`config.mk`:
```
export PLATFORM = sky130hd
export DESIGN_NAME = vrp_ctrl
export DESIGN_NICKNAME = d
export VERILOG_FILES = /design/src/rtl/core/vrp_pkg.sv /design/src/rtl/core/vrp_ctrl.sv
export SDC_FILE = /design/constraint.sdc
export NUM_CORES = 1
export LEC_CHECK = 0
export CAP_MARGIN = 20
export CORE_AREA = 2 2 39 41
export CTS_CLUSTER_SIZE = 28
export DETAILED_ROUTE_END_ITERATION = 10
export DIE_AREA = 0 0 41 43
export DONT_BUFFER_PORTS = 1
export PLACE_DENSITY = 0.3
export SETUP_SLACK_MARGIN = 0.05
export SYNTH_ARGS = -nofsm -noshare
export SYNTH_HDL_FRONTEND = slang
export SYNTH_SLANG_ARGS = --single-unit
```
`constraint.sdc`:
```
create_clock -name clk -period 3.1 [get_ports clk]
set_clock_uncertainty 0.2 [all_clocks]
set_input_delay 0.465 -clock clk [delete_from_list [all_inputs] [get_ports clk]]
set_output_delay 0.465 -clock clk [all_outputs]
set_load 0.03 [all_outputs]
```
`src/rtl/core/vrp_pkg.sv`:
```
package vrp_pkg;

  localparam int unsigned CFG_DATA_W = 2;
  localparam int unsigned CFG_IDX_W = 1;

  typedef enum logic [CFG_IDX_W-1:0] {
    CFG_MIRRORING = 1'd0,
    CFG_CHR_WRITABLE = 1'd1
  } cfg_index_t;

  typedef enum logic {
    OP_READ = 1'b0,
    OP_WRITE = 1'b1
  } op_t;

  localparam logic [2:0] REG_CTRL = 3'd0;
  localparam logic [2:0] REG_MASK = 3'd1;
  localparam logic [2:0] REG_STATUS = 3'd2;
  localparam logic [2:0] REG_OAM_ADDR = 3'd3;
  localparam logic [2:0] REG_OAM_DATA = 3'd4;
  localparam logic [2:0] REG_SCROLL = 3'd5;
  localparam logic [2:0] REG_ADDR = 3'd6;
  localparam logic [2:0] REG_DATA = 3'd7;

  localparam logic [1:0] MIR_VERTICAL = 2'd0;
  localparam logic [1:0] MIR_HORIZONTAL = 2'd1;
  localparam logic [1:0] MIR_SINGLE_LO = 2'd2;
  localparam logic [1:0] MIR_SINGLE_HI = 2'd3;

  typedef struct packed {
    logic       op;
    logic [2:0] reg_index;
    logic [7:0] write_data;
    logic [2:0] status_bits;
  } access_t;

  typedef struct packed {
    logic [7:0]  read_data;
    logic [15:0] vram_addr;
    logic [14:0] temp_addr;
    logic [7:0]  ctrl_byte;
    logic [7:0]  mask_byte;
    logic [7:0]  scroll_x_out;
    logic [7:0]  scroll_y_out;
    logic        nmi_ack;
  } result_t;

  // controller -> datapath
  typedef struct packed {
    logic load;    // capture access, issue memory reads
    logic finish;  // apply update, write memories, build result
  } vrp_cmd_t;

  // Palette index with background aliasing.
  function automatic logic [4:0] pal_slot(input logic [13:0] a);
    logic [4:0] s;
    begin
      s = a[4:0];
      if (a[1:0] == 2'b00 && a[4]) s = {1'b0, a[3:0]};
      return s;
    end
  endfunction

endpackage

```
`src/rtl/core/vrp_ctrl.sv`:
```
module vrp_ctrl (
  input  logic              clk,
  input  logic              rst,
  input  logic              in_valid,
  output logic              in_ready,
  output logic              out_valid,
  input  logic              out_ready,
  input  logic              clear_done,
  output vrp_pkg::vrp_cmd_t cmd
);
  import vrp_pkg::*;

  typedef enum logic [1:0] {
    S_CLEAR,
    S_IDLE,
    S_EXEC
  } state_t;

  state_t state;

  // a result may wait in the output register while the next access is taken;
  // that access does not finish until the result drains
  assign in_ready = (state == S_IDLE);
  assign cmd.load = (state == S_IDLE) && in_valid;
  assign cmd.finish = (state == S_EXEC) && (!out_valid || out_ready);

  always_ff @(posedge clk) begin
    if (rst) begin
      state <= S_CLEAR;
      out_valid <= 1'b0;
    end else begin
      out_valid <= cmd.finish || (out_valid && !out_ready);
      case (state)
        S_CLEAR: if (clear_done) state <= S_IDLE;
        S_IDLE: if (in_valid) state <= S_EXEC;
        S_EXEC: if (cmd.finish) state <= S_IDLE;
        default: state <= S_IDLE;
      endcase
    end
  end
endmodule

```
==> reports/metrics.cfg <==
[timing]
rsz0062_at_grt=no
setup_viol=0
max_slew_margin_pct=59.0
hold_violations=0
fmax_mhz=516
layout_worst_path_cycle_share_pct=62.5
finalHoldWorstSlack_ns=0.104
finalCriticalPeriod_ns=1.94
slew_violations=0
setup-tns-final_ns=0
tightest_slew_ns=0.613

[cts]
h-tree-depth=1
clockRootBuffer=clkbuf_4
cts_tree=yes
post-cts-setup-buffers=0
postCtsHoldBufs=0
cts-buffers-inserted=3
cts.clk_slew.worst_paths_ns=0.04
numClockSinks=3
cts_buffer_depth=2
cts_resized=0
clock_latency_ns=0.23

[logic_synthesis]
synth_seq_cells=3
synth_area_leader_cell=dfxtp_1
synth_top_area_share_pct=44.9
synth_async_sr_flop_share_pct=0
synth_cells=14
syn-num-nets=19
yosysMostFrequentCell=dfxtp_1
synth_edf_count=0
yosysSeqAreaShare_pct=44.9
synth_area_um2=134
ys_top_cells_by_area=dfxtp_1 45%, nand2b_1 9.3%, nor2b_1 9.3%
ys_top_cells_by_count=3 x dfxtp_1, 2 x a21oi_1, 2 x nand2b_1, 2 x nor2b_1
yosysUniqueCellTypes=9
avgSynthCellArea_um2=9.56
ys.flop_type=dfxtp_1
synth_warnings=0

[global_routing]
track_usage_pct=5.02
grt_max_degree=6
grt_pass1_wl_um=538
gr-total-overflow=0
antenna_found_initial=0
grt_pass1_vias=143

[pwr]
ir_drop_mv=0.195
p_per_area_mw_per_mm2=679
power.leakage_nw=0.0696

[critical_path]
critPathLaunchType=flip-flop
crit_chain=nand2b_1 -> nor2b_1
crit_required_ns=2.43
cp.arrival_ns=1.27
crit_path_top_delay_cell=nor2b_1
crit_family=simple AND/OR/NAND/NOR gates
cp.buffers_inverters=0
cp_slowest_stage_delay_ns=0.50
end_kind=output pin
crit_fanout=3
rrSetupSlack_ns=1.89
crit_type=flip-flop to output pin

[drt]
viasPerCell=3.38
drt-total-wl_um=309
drt_iter0_markers=0
drtPass1Iterations=1
drc_errors=0
routedWlPerCell_um=9.09
antenna_left=0
vias=115

[floorplan]
die-area_mm2=0.00176
die_h_um=43
die_w_um=41
initial_core_util_pct=9.67
core_area_mm2=0.00138
ios=9
rows=14

[job]
max_cap_viol_count=0

[finish]
nets=24
antenna_cells=0
drive_gt1_share_pct=16.7
areaGrowthSynthToFinish_pct=34.6

[place]
portBuffers=0
place.gp.congestion=0.595

[run_status]
status=complete, no violations

[hold_path]
min_path_type=input port to flip-flop

## worst reg2reg max path: cells and delay by family (launching register included)
kind	cells	cell delay [ns]
simple gates	2	0.38
flops	1	0.52
## cells in the final DEF (no fill, tap or decap), drive strengths merged
cell     count
and4b        1
inv          1
nor2b        2
clkbuf       4
or3          1
nand4bb      1
nand3b       1
a21oi        2
nand2b       2
dfxtp        3
## cells by family (layout without fill, tap and decap cells)
logic type / Yosys count / count (layout) / synth area share, %
and+or+nand+nor: 8 / 8 / 44.9
AOI/OAI and AO/OA: 2 / 2 / 7.48
DFF: 3 / 3 / 44.9
buffers and inverters: 1 / 5 / 2.80
## where the power goes
| part | internal (mW) | switching, mW | total (mW) |
|---|---|---|---|
| clock | 0.0482 | 0.0189 | 0.0670 |
| combinational | 0.00396 | 0.00764 | 0.0116 |
| sequential | 0.0409 | 0.00275 | 0.0437 |
| total | 0.0930 | 0.0292 | 0.122 |
## final cells by class
type                            count  area (um^2)
Inverter                            1         3.75
Tap cell                           16         20.0
Clock buffer                        4         26.3
Multi-Input combinational cell     10         70.1
Fill cell                         158         1200
Sequential cell                     3         60.1
## through the flow
stage | power (mW) | std cells | cell area (um^2) | setup WS (ns) | utilization [%]
finish | 0.122 | 34 | 180 | 1.16 | 13.0
global route | 0.132 | 34 | 180 | 1.06 | 13.0
CTS | 0.127 | 34 | 180 | 1.15 | 13.0
detailed placement | 0.0557 | 30 | 154 | 1.38 | 11.1
global placement | 0.0555 | 30 | 154 | 1.38 | 11.1
floorplan | 0.0542 | 14 | 134 | 1.41 | -
## flip-flops by register name, indices dropped and copies added, names as in the netlist
name and flops:
out_valid 1, state 2
## path summary, 6_finish.rpt
check	startpoint	to	depth (start not counted)
max reg2reg	out_valid$_SDFF_PP0_	state[0]$_SDFFE_PP0P_	2
min reg2reg	state[1]$_SDFFE_PP0P_	out_valid$_SDFF_PP0_	2
max	out_valid$_SDFF_PP0_	cmd[0]	2
min	rst	state[1]$_SDFFE_PP0P_	1
## layer usage
layer | vias up | global-route usage (%) | part of all wire (%) | routed length [um]
li1 | 58 | - | - | -
met1 | 48 | 4.49 | 50 | 154
met2 | 9 | 5.31 | 30 | 93
met3 | 0 | 5.24 | 19 | 60
met4 | 0 | 6.00 | 0 | 0
met5 | - | 0 | 0 | 0
Power figures use the tool's default switching activity.
